<file path="config.mk">
export PLATFORM = sky130hd
export DESIGN_NAME = unimodal_minimum_search_scheduler_core
export DESIGN_NICKNAME = d
export VERILOG_FILES = /design/src/rtl/umss_pkg.sv /design/src/rtl/umss_ctrl.sv /design/src/rtl/umss_datapath.sv /design/src/rtl/unimodal_minimum_search_scheduler_core.sv
export SDC_FILE = /design/constraint.sdc
export NUM_CORES = 1
export LEC_CHECK = 0
export ABC_CLOCK_PERIOD_IN_PS = 5700
export BUFFER_PORTS_ARGS = -buffer_cell sky130_fd_sc_hd__buf_2
export CAP_MARGIN = 20
export CORE_ASPECT_RATIO = 1.25
export CORE_MARGIN = 10
export CORE_UTILIZATION = 25
export DETAILED_ROUTE_END_ITERATION = 7
export GPL_ROUTABILITY_DRIVEN = 0
export PLACE_DENSITY = 0.35
export SYNTH_ARGS = -nofsm -noshare
export SYNTH_HDL_FRONTEND = slang
export SYNTH_SLANG_ARGS = --single-unit
</file>
<file path="constraint.sdc">
create_clock -name clk -period 5.7 [get_ports clk]
set_input_delay 0.57 -clock clk [delete_from_list [all_inputs] [get_ports clk]]
set_output_delay 0.57 -clock clk [all_outputs]
set_load 0.01 [all_outputs]
</file>
<file path="src/rtl/umss_pkg.sv">
`default_nettype none
// ----------------------------------------------------------------------------
// umss_pkg
// Shared codes, defaults and controller/datapath interface types for the
// valley-minimum search scheduler.
// ----------------------------------------------------------------------------
package umss_pkg;

    localparam int MAX_SLOTS_DEFAULT  = 16;
    localparam int VALUE_BITS_DEFAULT = 32;
    localparam int COUNT_RESET        = 5;

    // slot status codes
    localparam logic [1:0] ST_UNKNOWN = 2'd0;
    localparam logic [1:0] ST_PENDING = 2'd1;
    localparam logic [1:0] ST_DONE    = 2'd2;

    // result instruction codes
    localparam logic [1:0] INS_TRY  = 2'd0;
    localparam logic [1:0] INS_WAIT = 2'd1;
    localparam logic [1:0] INS_END  = 2'd2;

    // input operation codes
    localparam logic OP_REQUEST = 1'b0;
    localparam logic OP_REPORT  = 1'b1;

    // scan pointer operations
    localparam int PTR_W = 3;
    localparam logic [PTR_W-1:0] PTR_HOLD = 3'd0;
    localparam logic [PTR_W-1:0] PTR_ZERO = 3'd1;
    localparam logic [PTR_W-1:0] PTR_LAST = 3'd2;
    localparam logic [PTR_W-1:0] PTR_INC  = 3'd3;
    localparam logic [PTR_W-1:0] PTR_DEC  = 3'd4;

    typedef struct packed {
        logic             report_write;
        logic             req_start;
        logic [PTR_W-1:0] ptr_op;
        logic             take_l;
        logic             take_r;
        logic             force_left;
        logic             force_right;
        logic             emit_decide;
        logic             emit_end;
    } cmd_t;

    typedef struct packed {
        logic [1:0] st_cur;
        logic       ptr_zero;
        logic       ptr_last;
        logic       greater;
        logic       equal;
        logic       all_handled;
        logic       out_free;
    } stat_t;

endpackage
`default_nettype wire

</file>
<file path="src/rtl/umss_ctrl.sv">
`default_nettype none
// ----------------------------------------------------------------------------
// umss_ctrl
// Sequencer: accepts beats, walks the left and right scans one slot per
// cycle and tells the datapath when to emit a result.
// ----------------------------------------------------------------------------
module umss_ctrl (
    input  wire logic           clk,
    input  wire logic           rst_n,
    input  wire logic           item_valid,
    input  wire logic           operation,
    input  wire umss_pkg::stat_t stat,
    output umss_pkg::cmd_t      cmd,
    output logic                item_stall
);
    import umss_pkg::*;

    localparam logic [2:0] S_IDLE   = 3'd0;
    localparam logic [2:0] S_LSCAN  = 3'd1;
    localparam logic [2:0] S_CHKL   = 3'd2;
    localparam logic [2:0] S_RSCAN  = 3'd3;
    localparam logic [2:0] S_CHKR   = 3'd4;
    localparam logic [2:0] S_DECIDE = 3'd5;
    localparam logic [2:0] S_END    = 3'd6;

    logic [2:0] state_reg;
    logic [2:0] state_next;

    assign item_stall = (state_reg != S_IDLE);

    always_comb
    begin
        state_next = state_reg;
        cmd        = '0;
        cmd.ptr_op = PTR_HOLD;
        case (state_reg)
            S_IDLE:
            begin
                if (item_valid)
                begin
                    if (operation == OP_REPORT)
                    begin
                        cmd.report_write = 1'b1;
                    end
                    else if (stat.all_handled)
                    begin
                        state_next = S_END;
                    end
                    else
                    begin
                        cmd.req_start = 1'b1;
                        cmd.ptr_op    = PTR_ZERO;
                        state_next    = S_LSCAN;
                    end
                end
            end
            S_LSCAN:
            begin
                if (stat.st_cur == ST_UNKNOWN || stat.st_cur == ST_PENDING)
                begin
                    cmd.take_l = 1'b1;
                    cmd.ptr_op = PTR_LAST;
                    state_next = S_RSCAN;
                end
                else if (!stat.ptr_zero && stat.greater)
                begin
                    // left side turned upward: check the far end first
                    cmd.ptr_op = PTR_LAST;
                    state_next = S_CHKL;
                end
                else
                begin
                    cmd.force_left = !stat.ptr_zero && stat.equal;
                    if (stat.ptr_last)
                    begin
                        cmd.ptr_op = PTR_LAST;
                        state_next = S_RSCAN;
                    end
                    else
                    begin
                        cmd.ptr_op = PTR_INC;
                    end
                end
            end
            S_CHKL:
            begin
                // pointer now sits on the last slot; right scan starts there
                state_next = (stat.st_cur != ST_UNKNOWN) ? S_END : S_RSCAN;
            end
            S_RSCAN:
            begin
                if (stat.st_cur == ST_UNKNOWN || stat.st_cur == ST_PENDING)
                begin
                    cmd.take_r = 1'b1;
                    state_next = S_DECIDE;
                end
                else if (!stat.ptr_last && stat.greater)
                begin
                    cmd.ptr_op = PTR_ZERO;
                    state_next = S_CHKR;
                end
                else
                begin
                    cmd.force_right = !stat.ptr_last && stat.equal;
                    if (stat.ptr_zero)
                    begin
                        state_next = S_DECIDE;
                    end
                    else
                    begin
                        cmd.ptr_op = PTR_DEC;
                    end
                end
            end
            S_CHKR:
            begin
                state_next = (stat.st_cur != ST_UNKNOWN) ? S_END : S_DECIDE;
            end
            S_DECIDE:
            begin
                if (stat.out_free)
                begin
                    cmd.emit_decide = 1'b1;
                    state_next      = S_IDLE;
                end
            end
            S_END:
            begin
                if (stat.out_free)
                begin
                    cmd.emit_end = 1'b1;
                    state_next   = S_IDLE;
                end
            end
            default:
            begin
                state_next = S_IDLE;
            end
        endcase
    end

    always_ff @(posedge clk or negedge rst_n)
    begin
        if (!rst_n)
        begin
            state_reg <= S_IDLE;
        end
        else
        begin
            state_reg <= state_next;
        end
    end

endmodule
`default_nettype wire

</file>
<file path="src/rtl/umss_datapath.sv">
`default_nettype none
// ----------------------------------------------------------------------------
// umss_datapath
// Slot status flops, value memory, scan pointer and comparator, handout
// decision and the result register.
// ----------------------------------------------------------------------------
module umss_datapath #(
    parameter int MAX_SLOTS  = umss_pkg::MAX_SLOTS_DEFAULT,
    parameter int VALUE_BITS = umss_pkg::VALUE_BITS_DEFAULT
) (
    input  wire logic            clk,
    input  wire logic            rst_n,
    input  wire logic            cfg_write_enable,
    input  wire logic [4:0]      cfg_write_data,
    input  wire logic [3:0]      slot_index,
    input  wire logic [31:0]     measured_value,
    input  wire umss_pkg::cmd_t  cmd,
    output umss_pkg::stat_t      stat,
    output logic                 result_valid,
    input  wire logic            result_stall,
    output logic [1:0]           instruction,
    output logic [3:0]           try_slot
);
    import umss_pkg::*;

    localparam int IW = $clog2(MAX_SLOTS);
    localparam int CW = $clog2(MAX_SLOTS + 1);
    localparam logic [CW-1:0] COUNT_INIT =
        CW'((COUNT_RESET < MAX_SLOTS) ? COUNT_RESET : MAX_SLOTS);

    logic [1:0]            status_reg [MAX_SLOTS];
    logic [VALUE_BITS-1:0] value_mem  [MAX_SLOTS];
    logic [VALUE_BITS-1:0] rd_data_reg;
    logic [VALUE_BITS-1:0] prev_reg;

    logic [CW-1:0] count_reg,   count_next;
    logic [IW-1:0] last_reg,    last_next;
    logic [CW-1:0] handled_reg, handled_next;
    logic [IW-1:0] ptr_reg,     ptr_next;
    logic          toggle_reg;
    logic          left_first_reg;
    logic [IW-1:0] lnext_reg, rnext_reg;
    logic          lvalid_reg, rvalid_reg, ldo_reg, rdo_reg;

    logic          result_valid_reg;
    logic [1:0]    instruction_reg;
    logic [3:0]    try_slot_reg;

    logic          report_ok;
    logic [IW-1:0] wr_idx;
    logic [1:0]    st_cur;

    // handout decision
    logic [IW-1:0] a_idx, b_idx, sel_idx;
    logic          a_do, b_do, a_val, b_val;
    logic          hand, sel_do;

    assign st_cur    = status_reg[ptr_reg];
    assign report_ok = cmd.report_write && (32'(slot_index) < 32'(count_reg));
    assign wr_idx    = IW'(slot_index);

    assign stat.st_cur      = st_cur;
    assign stat.ptr_zero    = (ptr_reg == '0);
    assign stat.ptr_last    = (ptr_reg == last_reg);
    assign stat.greater     = (rd_data_reg > prev_reg);
    assign stat.equal       = (rd_data_reg == prev_reg);
    assign stat.all_handled = (handled_reg == count_reg);
    assign stat.out_free    = !result_valid_reg || !result_stall;

    assign result_valid = result_valid_reg;
    assign instruction  = instruction_reg;
    assign try_slot     = try_slot_reg;

    always_comb
    begin
        a_idx = left_first_reg ? lnext_reg  : rnext_reg;
        b_idx = left_first_reg ? rnext_reg  : lnext_reg;
        a_do  = left_first_reg ? ldo_reg    : rdo_reg;
        b_do  = left_first_reg ? rdo_reg    : ldo_reg;
        a_val = left_first_reg ? lvalid_reg : rvalid_reg;
        b_val = left_first_reg ? rvalid_reg : lvalid_reg;
        hand    = 1'b1;
        sel_idx = a_idx;
        sel_do  = 1'b0;
        if (a_do)
        begin
            sel_do = 1'b1;
        end
        else if (b_do)
        begin
            sel_idx = b_idx;
            sel_do  = 1'b1;
        end
        else if (handled_reg > CW'(2) && a_val)
        begin
            sel_idx = a_idx;
        end
        else if (handled_reg > CW'(3) && b_val)
        begin
            sel_idx = b_idx;
        end
        else
        begin
            hand = 1'b0;
        end
    end

    always_comb
    begin
        count_next = count_reg;
        if (cfg_write_data == 5'd0)
        begin
            count_next = CW'(1);
        end
        else if (32'(cfg_write_data) > 32'(MAX_SLOTS))
        begin
            count_next = CW'(MAX_SLOTS);
        end
        else
        begin
            count_next = CW'(cfg_write_data);
        end
        last_next = IW'(count_next - CW'(1));
    end

    always_comb
    begin
        handled_next = handled_reg;
        if (cfg_write_enable)
        begin
            handled_next = '0;
        end
        else if (report_ok && status_reg[wr_idx] == ST_UNKNOWN)
        begin
            handled_next = handled_reg + CW'(1);
        end
        else if (cmd.emit_decide && hand && sel_do)
        begin
            handled_next = handled_reg + CW'(1);
        end
    end

    always_comb
    begin
        case (cmd.ptr_op)
            PTR_HOLD: ptr_next = ptr_reg;
            PTR_ZERO: ptr_next = '0;
            PTR_LAST: ptr_next = last_reg;
            PTR_INC:  ptr_next = ptr_reg + IW'(1);
            PTR_DEC:  ptr_next = ptr_reg - IW'(1);
            default:  ptr_next = ptr_reg;
        endcase
        if (cfg_write_enable)
        begin
            ptr_next = '0;
        end
    end

    // value memory: written by reports, read one slot per cycle at the
    // pointer's next value so rd_data_reg tracks the current slot
    always_ff @(posedge clk)
    begin
        if (report_ok)
        begin
            value_mem[wr_idx] <= VALUE_BITS'(measured_value);
        end
        rd_data_reg <= value_mem[ptr_next];
        if (cmd.ptr_op == PTR_INC || cmd.ptr_op == PTR_DEC)
        begin
            prev_reg <= rd_data_reg;
        end
    end

    always_ff @(posedge clk or negedge rst_n)
    begin
        if (!rst_n)
        begin
            for (int i = 0; i < MAX_SLOTS; i++)
            begin
                status_reg[i] <= ST_UNKNOWN;
            end
        end
        else if (cfg_write_enable)
        begin
            for (int i = 0; i < MAX_SLOTS; i++)
            begin
                status_reg[i] <= ST_UNKNOWN;
            end
        end
        else if (report_ok)
        begin
            status_reg[wr_idx] <= ST_DONE;
        end
        else if (cmd.emit_decide && hand)
        begin
            status_reg[sel_idx] <= ST_PENDING;
        end
    end

    always_ff @(posedge clk or negedge rst_n)
    begin
        if (!rst_n)
        begin
            count_reg        <= COUNT_INIT;
            last_reg         <= IW'(COUNT_INIT - CW'(1));
            handled_reg      <= '0;
            ptr_reg          <= '0;
            toggle_reg       <= 1'b0;
            left_first_reg   <= 1'b0;
            lvalid_reg       <= 1'b0;
            rvalid_reg       <= 1'b0;
            ldo_reg          <= 1'b0;
            rdo_reg          <= 1'b0;
            result_valid_reg <= 1'b0;
        end
        else
        begin
            if (cfg_write_enable)
            begin
                count_reg <= count_next;
                last_reg  <= last_next;
            end
            handled_reg <= handled_next;
            ptr_reg     <= ptr_next;

            if (cmd.req_start)
            begin
                toggle_reg     <= !toggle_reg;
                left_first_reg <= !toggle_reg;
                lvalid_reg     <= 1'b0;
                rvalid_reg     <= 1'b0;
                ldo_reg        <= 1'b0;
                rdo_reg        <= 1'b0;
            end
            if (cmd.force_left)
            begin
                left_first_reg <= 1'b1;
            end
            if (cmd.force_right)
            begin
                left_first_reg <= 1'b0;
            end
            if (cmd.take_l)
            begin
                lvalid_reg <= 1'b1;
                ldo_reg    <= (st_cur == ST_UNKNOWN);
            end
            if (cmd.take_r)
            begin
                rvalid_reg <= 1'b1;
                rdo_reg    <= (st_cur == ST_UNKNOWN);
            end

            if (cmd.emit_decide || cmd.emit_end)
            begin
                result_valid_reg <= 1'b1;
            end
            else if (!result_stall)
            begin
                result_valid_reg <= 1'b0;
            end
        end
    end

    // payload registers
    always_ff @(posedge clk)
    begin
        if (cmd.take_l)
        begin
            lnext_reg <= ptr_reg;
        end
        if (cmd.take_r)
        begin
            rnext_reg <= ptr_reg;
        end
        if (cmd.emit_end)
        begin
            instruction_reg <= INS_END;
            try_slot_reg    <= 4'd0;
        end
        else if (cmd.emit_decide)
        begin
            instruction_reg <= hand ? INS_TRY : INS_WAIT;
            try_slot_reg    <= hand ? 4'(sel_idx) : 4'd0;
        end
    end

    a_handled_bound: assert property (@(posedge clk) disable iff (!rst_n)
        handled_reg <= count_reg)
        else $error("handled count exceeds slot count");

    a_ptr_bound: assert property (@(posedge clk) disable iff (!rst_n)
        ptr_reg <= last_reg)
        else $error("scan pointer beyond last slot");

    a_no_overwrite: assert property (@(posedge clk) disable iff (!rst_n)
        (cmd.emit_decide || cmd.emit_end) |-> stat.out_free)
        else $error("result emitted over a stalled beat");

    a_report_done: assert property (@(posedge clk) disable iff (!rst_n)
        (report_ok && !cfg_write_enable) |=> status_reg[$past(wr_idx)] == ST_DONE)
        else $error("reported slot not marked done");

endmodule
`default_nettype wire

</file>
<file path="src/rtl/unimodal_minimum_search_scheduler_core.sv">
`default_nettype none
// ----------------------------------------------------------------------------
// unimodal_minimum_search_scheduler_core
// Valley-minimum trial scheduler: hands out slots to try, waits or ends.
// ----------------------------------------------------------------------------
// A report beat (operation 1) gives no result. A request beat (operation 0)
// gives exactly one result. When no slot is unknown it skips the scans and
// ends. Otherwise the beat is taken, the scans visit their slots, a scan
// that turns upward is followed by an end check, and the result is decided.
// The scans walk the value memory through its single read port, one slot per
// cycle. The left scan stops at the first slot not yet done and the right
// scan at the last one, so together they visit at most slot_count + 1 slots.
// A stalled result register adds its stall cycles before the decision. Only
// one beat is in work at a time; a finished result sits in the output
// register while the next beat is taken. Writing slot_count (zero acts as one,
// anything above MAX_SLOTS as MAX_SLOTS) clears every slot to unknown in that
// cycle.
// ----------------------------------------------------------------------------
module unimodal_minimum_search_scheduler_core #(
    parameter int MAX_SLOTS  = umss_pkg::MAX_SLOTS_DEFAULT,
    parameter int VALUE_BITS = umss_pkg::VALUE_BITS_DEFAULT
) (
    input  wire logic        clk,
    input  wire logic        rst_n,
    input  wire logic        cfg_write_enable,
    input  wire logic [4:0]  cfg_write_data,
    input  wire logic        item_valid,
    output logic             item_stall,
    input  wire logic        operation,
    input  wire logic [3:0]  slot_index,
    input  wire logic [31:0] measured_value,
    output logic             result_valid,
    input  wire logic        result_stall,
    output logic [1:0]       instruction,
    output logic [3:0]       try_slot
);
    import umss_pkg::*;

    cmd_t  cmd;
    stat_t stat;

    umss_ctrl u_ctrl (
        .clk        (clk),
        .rst_n      (rst_n),
        .item_valid (item_valid),
        .operation  (operation),
        .stat       (stat),
        .cmd        (cmd),
        .item_stall (item_stall)
    );

    umss_datapath #(
        .MAX_SLOTS  (MAX_SLOTS),
        .VALUE_BITS (VALUE_BITS)
    ) u_datapath (
        .clk              (clk),
        .rst_n            (rst_n),
        .cfg_write_enable (cfg_write_enable),
        .cfg_write_data   (cfg_write_data),
        .slot_index       (slot_index),
        .measured_value   (measured_value),
        .cmd              (cmd),
        .stat             (stat),
        .result_valid     (result_valid),
        .result_stall     (result_stall),
        .instruction      (instruction),
        .try_slot         (try_slot)
    );

endmodule
`default_nettype wire

</file>
==> impl_metrics.env, run 1 <==
export IMPL_clock_sinks=650
export IMPL_firstDrtPassIters=5
export IMPL_cts_buffers=74
export IMPL_synth_simple_area_share_pct=3.90
export IMPL_hpwlAfterDp_um=48700
export IMPL_wirelength_um=91000
export IMPL_power_mw=14.5
export IMPL_rows=136
export IMPL_seqPwrFrac_pct=39.5
export IMPL_final_area_mm2=0.0325
export IMPL_worst_path_max_fanout=18
export IMPL_drtIter0Drc=1230
export IMPL_largest_register_ffs=512
export IMPL_place_ws_ns=0.632
export IMPL_netlist_instances=1959
export IMPL_synthAdderAreaFrac_pct=1.87
export IMPL_ys_seq_area_share_pct=67.6
export IMPL_drv_cap=0
export IMPL_vias=17400
export IMPL_largest_register="u_datapath.value_mem"
export IMPL_finClkSkew_ns=0.0275
export IMPL_overflow=0
export IMPL_synth_edf_count=552
export IMPL_fp_dieW_um=319
export IMPL_most_common_layout_cells="552 x edfxtp_1, 261 x o211ai_1, 173 x inv_1"
export IMPL_final_layout_size_suffix_gt1_share_pct=16.9
export IMPL_postLayoutCoreUtil_pct=29.4
export IMPL_place_area_mm2=0.0301
export IMPL_fin_crit_sh_pct=88.6
export IMPL_ios=55
export IMPL_combPwrFrac_pct=27.3
export IMPL_synth_top_family_by_area="compound AO/OA/AOI/OAI gates"
export IMPL_cts_resized_gates=0
export IMPL_outcome="complete, no violations"
export IMPL_grt_pass1_vias=18000
export IMPL_crit_type="reg2reg"
export IMPL_relSlewSlack_pct=40.7
export IMPL_power_density_mw_per_mm2=447
export IMPL_route_detailed_drc=0
export IMPL_period_minus_slack_ns=5.05
export IMPL_p_leak_nw=10.8
export IMPL_fin_ws_ns=0.648
export IMPL_power_frac_clock_pct=33.2
export IMPL_die_h_um=393
export IMPL_ys_flop_type="edfxtp_1"
export IMPL_tightest_slew_ns=0.890
export IMPL_synth_xor_area_share_pct=0.502
export IMPL_synthDistinctLibCells=65
export IMPL_htreeDepth=3
export IMPL_post_cts_buffers=0
export IMPL_io_buffers=54
export IMPL_track_usage_pct=14.2
export IMPL_fin_setup_tns_ns=0
export IMPL_clk_pin_slew_ns=0.06
export IMPL_finalHoldViolations=0
export IMPL_max_freq_ghz=0.198
export IMPL_drtAntennaViolNets=0
export IMPL_initial_utilization_pct=25.3
export IMPL_syn_nets=2047
export IMPL_synth_compound_area_share_pct=15.0
export IMPL_viasPerCell=4.95
export IMPL_holdWs_ns=0.146
export IMPL_syn_area_mm2=0.0279
export IMPL_antenna_found_initial=5
export IMPL_clk_root_buffer_cell="clkbuf_16"
export IMPL_areaGrowthSynthToFinish_pct=16.6
export IMPL_die_area_mm2=0.125
export IMPL_p_int_mw=9.54
export IMPL_p_sw_share_pct=34.4
export IMPL_fin_nets=2090
export IMPL_rrSetupSlack_ns=0.65
export IMPL_end_kind="flip-flop"
export IMPL_async_flop_share_pct=9.23
export IMPL_hold_buffers=0
export IMPL_arrival_ns=5.54
export IMPL_synth_seq_cells=650
export IMPL_cts_tree="built"
export IMPL_dpl_cell_count=3375
export IMPL_detail_route_wl_per_cell_um=25.9
export IMPL_yosysWarnings=0
export IMPL_power_switching_mw=5.00
export IMPL_grt_start_max_net_pins=129
export IMPL_worst_ep_required_time_ns=6.18
export IMPL_clk_insertion_delay_late_ns=0.66
export IMPL_finalMaxSlewViolations=0
export IMPL_vdd_drop_max_v=0.000515
export IMPL_setup_viol=0
export IMPL_muxShareOfSynthArea_pct=6.38
export IMPL_grt_first_pass_wirelength_um=133000
export IMPL_clk_path_buf_depth=3
export IMPL_core_area_mm2=0.110
export IMPL_fillCellCount=11000
export IMPL_critPathLaunchType="flip-flop"
export IMPL_final_common_cell="edfxtp_1"
export IMPL_postSynthAreaPerCell_um2=14.2
export IMPL_rsz0062_at_grt="no"
export IMPL_stdcell_count=3513
export IMPL_hp_class="in2async"
## critical path: stages, from the launching register on
cell	delay (ns)
edfxtp_1	0.32
inv_1	0.04
ha_1	0.30
nand4_1	0.16
nor4_2	0.30
buf_4	0.22
nand3_1	0.16
a21oi_1	0.34
a211oi_2	0.06
buf_4	0.20
o21ai_2	0.26
inv_2	0.14
ha_1	0.31
a21o_1	0.17
a21o_1	0.21
a2111oi_0	0.34
o221ai_1	0.19
a22oi_1	0.27
buf_4	0.18
nor3_2	0.05
buf_4	0.30
o211ai_1	0.16
nand4_1	0.19
## per-layer routing
| layer | track usage (%) | vias to the layer above | share of wire, % |
|---|---|---|---|
| met5 | 0 | - | 0.054 |
| met4 | 4.36 | 6 | 2.3 |
| met3 | 2.09 | 112 | 3.4 |
| met2 | 25.1 | 317 | 51 |
| met1 | 17.7 | 9125 | 43 |
| li1 | - | 7817 | - |
## path summary, 6_finish.rpt
path / end / startpoint / cells past startpoint
max: u_datapath.rd_data_reg[19] / u_datapath.prev_reg[30] / 22
min: u_datapath.last_reg[1] / rst_n / 2
max reg2reg: u_datapath.rd_data_reg[19] / u_datapath.prev_reg[30] / 22
min reg2reg: u_datapath.prev_reg[18] / u_datapath.rd_data_reg[18] / 0
max in group asynchronous: u_datapath.status_reg[11] / rst_n / 2
min in group clk: u_datapath.result_valid / result_stall / 3
## layout make-up
type	count	area, um2	share of cell area (%)
Sequential cell	650	18800	58.0
Timing Repair Buffer	116	886	2.72
Antenna cell	1	2.50	0.00770
Tap cell	1449	1810	5.58
Inverter	175	659	2.03
Clock inverter	36	372	1.14
Multi-Input combinational cell	985	7870	24.2
Clock buffer	101	2070	6.35
## cell families (layout without fill, tap and decap cells)
kind of cell,Yosys count,in the layout
AOI/OAI and AO/OA,561,561
adders and majority gates,41,41
muxes,149,149
and+or+nand+nor,218,218
DFF,650,650
buffers and inverters,324,428
other,0,1
xor gates and xnor gates,16,16
## power by group through the flow
| stage | Clock [mW] | Sequential (mW) | Combinational (mW) |
|---|---|---|---|
| floorplan | 0 | 5.70 | 2.57 |
| global placement | 0 | 5.85 | 4.01 |
| detailed placement | 0 | 5.85 | 4.02 |
| CTS | 4.99 | 5.75 | 4.03 |
| global route | 5.17 | 5.78 | 4.30 |
| finish | 4.82 | 5.74 | 3.97 |
## synthesized netlist by cell type (3+ instances only)
cell type  instances  area [um2]
dfrtp_1           57        1430
o21a_1             4        30.0
o211ai_1         261        1960
clkbuf_1         112         420
and3_1             4        25.0
a21oi_1           72         360
and2_1             5        31.3
nand2b_1           7        43.8
buf_2             20         100
xnor2_1           11        96.3
mux2_1            57         642
a21o_1            12        90.1
xor2_1             5        43.8
nand4_1           41         257
nor2_1            65         244
nand3_1           10        50.1
dfstp_2            3        78.8
dfxtp_1           38         761
ha_1              40         500
a211oi_1          10        75.1
inv_1            173         649
nand2_2            3        18.8
nor2b_1            7        43.8
mux4_2            10         225
buf_6             13         146
nor3b_1            3        22.5
o22a_1            18         158
o2111ai_1        130        1140
mux2i_1            8        80.1
nor3_1            25         125
mux2_2            74         833
edfxtp_1         552       16600
nand2_1           36         135
nand3b_1           5        37.5
o21ai_0           28         140
(Power assumes the default switching activity.)
==> inputs of run 2 (changes only) <==
--- a/config.mk
+++ b/config.mk
@@ -6,7 +6,7 @@
 export NUM_CORES = 1
 export LEC_CHECK = 0
 export ABC_CLOCK_PERIOD_IN_PS = 5700
-export BUFFER_PORTS_ARGS = -buffer_cell sky130_fd_sc_hd__buf_2
+export BUFFER_PORTS_ARGS = -buffer_cell sky130_fd_sc_hd__buf_4
 export CAP_MARGIN = 20
 export CORE_ASPECT_RATIO = 1.25
 export CORE_MARGIN = 10
==> impl_metrics.env, run 2 (synthesis results as in run 1) <==
export IMPL_viasPerCell=4.92
export IMPL_setup_viol=0
export IMPL_combPwrFrac_pct=28.0
export IMPL_rsz0062_at_grt="no"
export IMPL_drv_cap=0
export IMPL_areaGrowthSynthToFinish_pct=17.1
export IMPL_power_density_mw_per_mm2=449
export IMPL_grt_pass1_vias=18200
export IMPL_drtAntennaViolNets=0
export IMPL_worst_ep_required_time_ns=6.26
export IMPL_arrival_ns=5.57
export IMPL_dpl_cell_count=3370
export IMPL_most_common_layout_cells="552 x edfxtp_1, 261 x o211ai_1, 173 x inv_1"
export IMPL_relSlewSlack_pct=32.6
export IMPL_clock_sinks=650
export IMPL_end_kind="flip-flop"
export IMPL_track_usage_pct=14.3
export IMPL_clk_pin_slew_ns=0.06
export IMPL_max_freq_ghz=0.200
export IMPL_cts_resized_gates=0
export IMPL_cts_tree="built"
export IMPL_finalMaxSlewViolations=0
export IMPL_period_minus_slack_ns=5.01
export IMPL_holdWs_ns=0.0352
export IMPL_worst_path_max_fanout=8
export IMPL_largest_register="u_datapath.value_mem"
export IMPL_clk_insertion_delay_late_ns=0.65
export IMPL_critPathLaunchType="flip-flop"
export IMPL_stdcell_count=3505
export IMPL_die_area_mm2=0.125
export IMPL_fin_crit_sh_pct=87.8
export IMPL_fp_dieW_um=319
export IMPL_p_sw_share_pct=34.2
export IMPL_clk_path_buf_depth=3
export IMPL_power_frac_clock_pct=33.0
export IMPL_post_cts_buffers=0
export IMPL_final_layout_size_suffix_gt1_share_pct=16.8
export IMPL_timing_rr_end="u_datapath.rd_data_reg[8]"
export IMPL_seqPwrFrac_pct=39.0
export IMPL_cts_buffers=74
export IMPL_crit_type="reg2reg"
export IMPL_largest_register_ffs=512
export IMPL_wirelength_um=90900
export IMPL_grt_first_pass_wirelength_um=133000
export IMPL_initial_utilization_pct=25.3
export IMPL_outcome="complete, no violations"
export IMPL_io_buffers=54
export IMPL_rrSetupSlack_ns=0.69
export IMPL_detail_route_wl_per_cell_um=25.9
export IMPL_final_common_cell="edfxtp_1"
export IMPL_endpoint="u_datapath.rd_data_reg[8]"
export IMPL_finalHoldViolations=0
export IMPL_hpwlAfterDp_um=48600
export IMPL_core_area_mm2=0.110
export IMPL_tightest_slew_ns=1.01
export IMPL_grt_start_max_net_pins=129
export IMPL_antenna_cells=0
export IMPL_die_h_um=393
export IMPL_fin_nets=2085
export IMPL_hp_class="in2async"
export IMPL_firstDrtPassIters=4
export IMPL_vias=17300
export IMPL_finClkSkew_ns=0.0193
export IMPL_power_switching_mw=5.02
export IMPL_r2r_start="u_datapath.prev_reg[30]"
export IMPL_fin_setup_tns_ns=0
export IMPL_p_int_mw=9.63
export IMPL_antenna_found_initial=4
export IMPL_route_detailed_drc=0
export IMPL_rows=136
export IMPL_reg2reg_depth=20
export IMPL_vdd_drop_max_v=0.000448
export IMPL_ios=55
export IMPL_p_leak_nw=10.8
export IMPL_overflow=0
export IMPL_htreeDepth=3
export IMPL_hold_buffers=0
export IMPL_clk_root_buffer_cell="clkbuf_16"
export IMPL_drtIter0Drc=1085
export IMPL_startpoint="u_datapath.prev_reg[30]"
run 2: cell types whose count changed in the layout (fill, tap and decap cells not counted):
| cell | change |
|---|---|
| diode_2 | -1 |
| buf_4 | +44 |
| nor3b_2 | -1 |
| buf_12 | +5 |
| buf_2 | -54 |
| clkinv_4 | -1 |
| clkinv_1 | -5 |
| bufinv_16 | -1 |
| clkinv_16 | -1 |
| clkbuf_8 | +7 |
| clkinv_8 | -1 |
| nor3b_1 | +1 |
run 2: layout make-up:
type | count | area (um2)
Sequential cell | 650 | 18800
Clock inverter | 27 | 268
Clock buffer | 108 | 2160
Tap cell | 1449 | 1810
Multi-Input combinational cell | 985 | 7860
Timing Repair Buffer | 111 | 1050
Inverter | 175 | 659
Fill cell | 11000 | 77800
run 2: power by group through the flow:
stage	sequential [mW]	combinational [mW]	clock, mW
finish	5.72	4.10	4.83
global route	5.76	4.44	5.17
CTS	5.73	4.18	5.00
detailed placement	5.82	4.17	0
global placement	5.82	4.17	0
floorplan	5.70	2.57	0
run 2: how the worst min path moves through the flow:
stage,start,to,slack (ns),depth (start not counted)
after floorplan,rst_n,u_ctrl.state_reg[0],0.27,0
after global placement,u_datapath.rd_data_reg[11],u_datapath.prev_reg[11],0.42,0
after detailed placement,u_datapath.rd_data_reg[27],u_datapath.prev_reg[27],0.43,0
after CTS,rst_n,u_datapath.handled_reg[2],0.02,1
after global routing,rst_n,u_datapath.handled_reg[2],0.08,1
final,rst_n,u_datapath.handled_reg[2],0.04,1
run 2: per-stage QoR:
stage	total power, mW	util, %	worst slack [ns]	cell area, um2
2_1_floorplan	8.27	-	0.976	27900
3_3_place_gp	9.98	27.4	0.715	30200
3_5_place_dp	10.0	27.4	0.655	30200
4_1_cts	14.9	29.6	0.627	32700
5_1_grt	15.4	29.6	0.235	32700
6_report	14.6	29.6	0.693	32700
run 2: routing by layer:
layer,track usage [%],routed length (um)
met5,0,34
met4,5.40,2920
met3,2.49,3350
met1,17.4,38600
met2,24.8,45900
run 2: worst max-delay path, stage by stage, from the launching register on:
cell	delay [ns]
edfxtp_1	0.33
inv_1	0.05
ha_1	0.30
nand4_1	0.16
nor4_2	0.76
nand3_1	0.14
a21oi_1	0.30
a211oi_2	0.09
o21ai_2	0.31
inv_2	0.14
ha_1	0.31
a21o_1	0.18
a21o_1	0.21
a2111oi_0	0.30
o221ai_1	0.18
a22oi_1	0.19
buf_4	0.17
a21o_2	0.16
buf_4	0.25
o211ai_1	0.20
nand4_1	0.17
==> inputs of run 3 (changes only) <==
--- a/config.mk
+++ b/config.mk
@@ -14,6 +14,7 @@
 export DETAILED_ROUTE_END_ITERATION = 7
 export GPL_ROUTABILITY_DRIVEN = 0
 export PLACE_DENSITY = 0.35
+export RECOVER_POWER = 100
 export SYNTH_ARGS = -nofsm -noshare
 export SYNTH_HDL_FRONTEND = slang
 export SYNTH_SLANG_ARGS = --single-unit
==> impl_metrics.env, run 3 (synthesis results as in run 1) <==
export IMPL_outcome="finished with violations"
export IMPL_violations="max-capacitance violations, max-slew violations"
export IMPL_postLayoutCoreUtil_pct=29.3
export IMPL_detail_route_wl_per_cell_um=26.0
export IMPL_fin_crit_sh_pct=93.4
export IMPL_largest_register_ffs=512
export IMPL_track_usage_pct=14.3
export IMPL_end_kind="flip-flop"
export IMPL_clock_sinks=650
export IMPL_post_cts_buffers=0
export IMPL_die_h_um=393
export IMPL_ios=55
export IMPL_firstDrtPassIters=4
export IMPL_vias=17300
export IMPL_power_mw=14.6
export IMPL_fin_setup_tns_ns=0
export IMPL_grt_pass1_vias=18200
export IMPL_critPathLaunchType="flip-flop"
export IMPL_worst_ep_required_time_ns=5.97
export IMPL_clk_path_buf_depth=3
export IMPL_hpwlAfterDp_um=48600
export IMPL_areaGrowthSynthToFinish_pct=15.8
export IMPL_finClkSkew_ns=0.0193
export IMPL_place_area_mm2=0.0302
export IMPL_fin_nets=2085
export IMPL_clk_pin_slew_ns=0.06
export IMPL_die_area_mm2=0.125
export IMPL_dpl_cell_count=3370
export IMPL_initial_utilization_pct=25.3
export IMPL_final_area_mm2=0.0323
export IMPL_stdcell_count=3505
export IMPL_io_buffers=54
export IMPL_fin_ws_ns=0.376
export IMPL_max_freq_ghz=0.188
export IMPL_viasPerCell=4.94
export IMPL_final_layout_size_suffix_gt1_share_pct=13.6
export IMPL_core_area_mm2=0.110
export IMPL_antenna_found_initial=5
export IMPL_finalHoldViolations=0
export IMPL_period_minus_slack_ns=5.32
export IMPL_cts_buffers=74
export IMPL_crit_type="reg2reg"
export IMPL_htreeDepth=3
export IMPL_rsz0062_at_grt="no"
export IMPL_grt_first_pass_wirelength_um=133000
export IMPL_antenna_cells=0
export IMPL_drtAntennaViolNets=0
export IMPL_setup_viol=0
export IMPL_holdWs_ns=0.211
export IMPL_largest_register="u_datapath.value_mem"
export IMPL_fp_dieW_um=319
export IMPL_arrival_ns=5.60
export IMPL_worst_path_max_fanout=14
export IMPL_rows=136
export IMPL_most_common_layout_cells="552 x edfxtp_1, 261 x o211ai_1, 173 x inv_1"
export IMPL_hp_class="in2reg"
export IMPL_drtIter0Drc=1118
export IMPL_power_density_mw_per_mm2=452
export IMPL_p_leak_nw=10.6
export IMPL_wirelength_um=91000
export IMPL_tightest_slew_ns=3.55
export IMPL_cts_tree="built"
export IMPL_grt_start_max_net_pins=129
export IMPL_finalMaxSlewViolations=441
export IMPL_cts_resized_gates=0
export IMPL_relSlewSlack_pct=-136
export IMPL_vdd_drop_max_v=0.000450
export IMPL_clk_insertion_delay_late_ns=0.65
export IMPL_final_common_cell="edfxtp_1"
export IMPL_hold_buffers=0
export IMPL_place_ws_ns=0.655
export IMPL_overflow=0
export IMPL_route_detailed_drc=0
export IMPL_clk_root_buffer_cell="clkbuf_16"
export IMPL_drv_cap=17
[run 3: cell type report]
type                            count  area, um2
Timing Repair Buffer              111        798
Sequential cell                   650      18800
Clock inverter                     27        268
Fill cell                       11000      78100
Tap cell                         1449       1810
Clock buffer                      108       2160
Multi-Input combinational cell    985       7760
Inverter                          175        659
[run 3: where the power goes]
group / switching, mW / leakage [nW] / internal, mW
combinational: 2.79 / 3.32 / 1.27
sequential: 0.248 / 6.06 / 5.47
clock: 1.97 / 1.20 / 2.85
total: 5.01 / 10.6 / 9.60
[run 3: layer usage]
layer	share of wire (%)	global-route usage, %
met1	42	17.4
met2	50	24.8
met3	3.9	2.49
met4	3.3	5.40
met5	0.044	0
[run 3: final timing paths]
| check | slack (ns) | endpoint | start | cells after the start |
|---|---|---|---|---|
| setup / recovery | 0.38 | u_datapath.value_mem[4][25] | u_datapath.count_reg[1] | 10 |
| hold / removal | 0.21 | u_datapath.count_reg[3] | cfg_write_data[3] | 3 |
| setup reg to reg | 0.38 | u_datapath.value_mem[4][25] | u_datapath.count_reg[1] | 10 |
| hold reg to reg | 0.44 | u_datapath.prev_reg[13] | u_datapath.rd_data_reg[13] | 0 |
| max in group asynchronous | 2.57 | u_datapath.ptr_reg[1] | rst_n | 1 |
| min in group asynchronous | 1.13 | u_datapath.handled_reg[2] | rst_n | 1 |
[run 3: worst max-delay path, cell delays in order (launching register included)]
cell and delay [ns]:
dfrtp_1 0.40, inv_1 0.09, ha_1 0.22, o21ai_0 0.07, nand2b_1 0.08, a21o_1 0.18, a21oi_1 0.22, o2111ai_1 0.29
or3_1 0.58, nor2_1 2.11, clkbuf_2 0.67
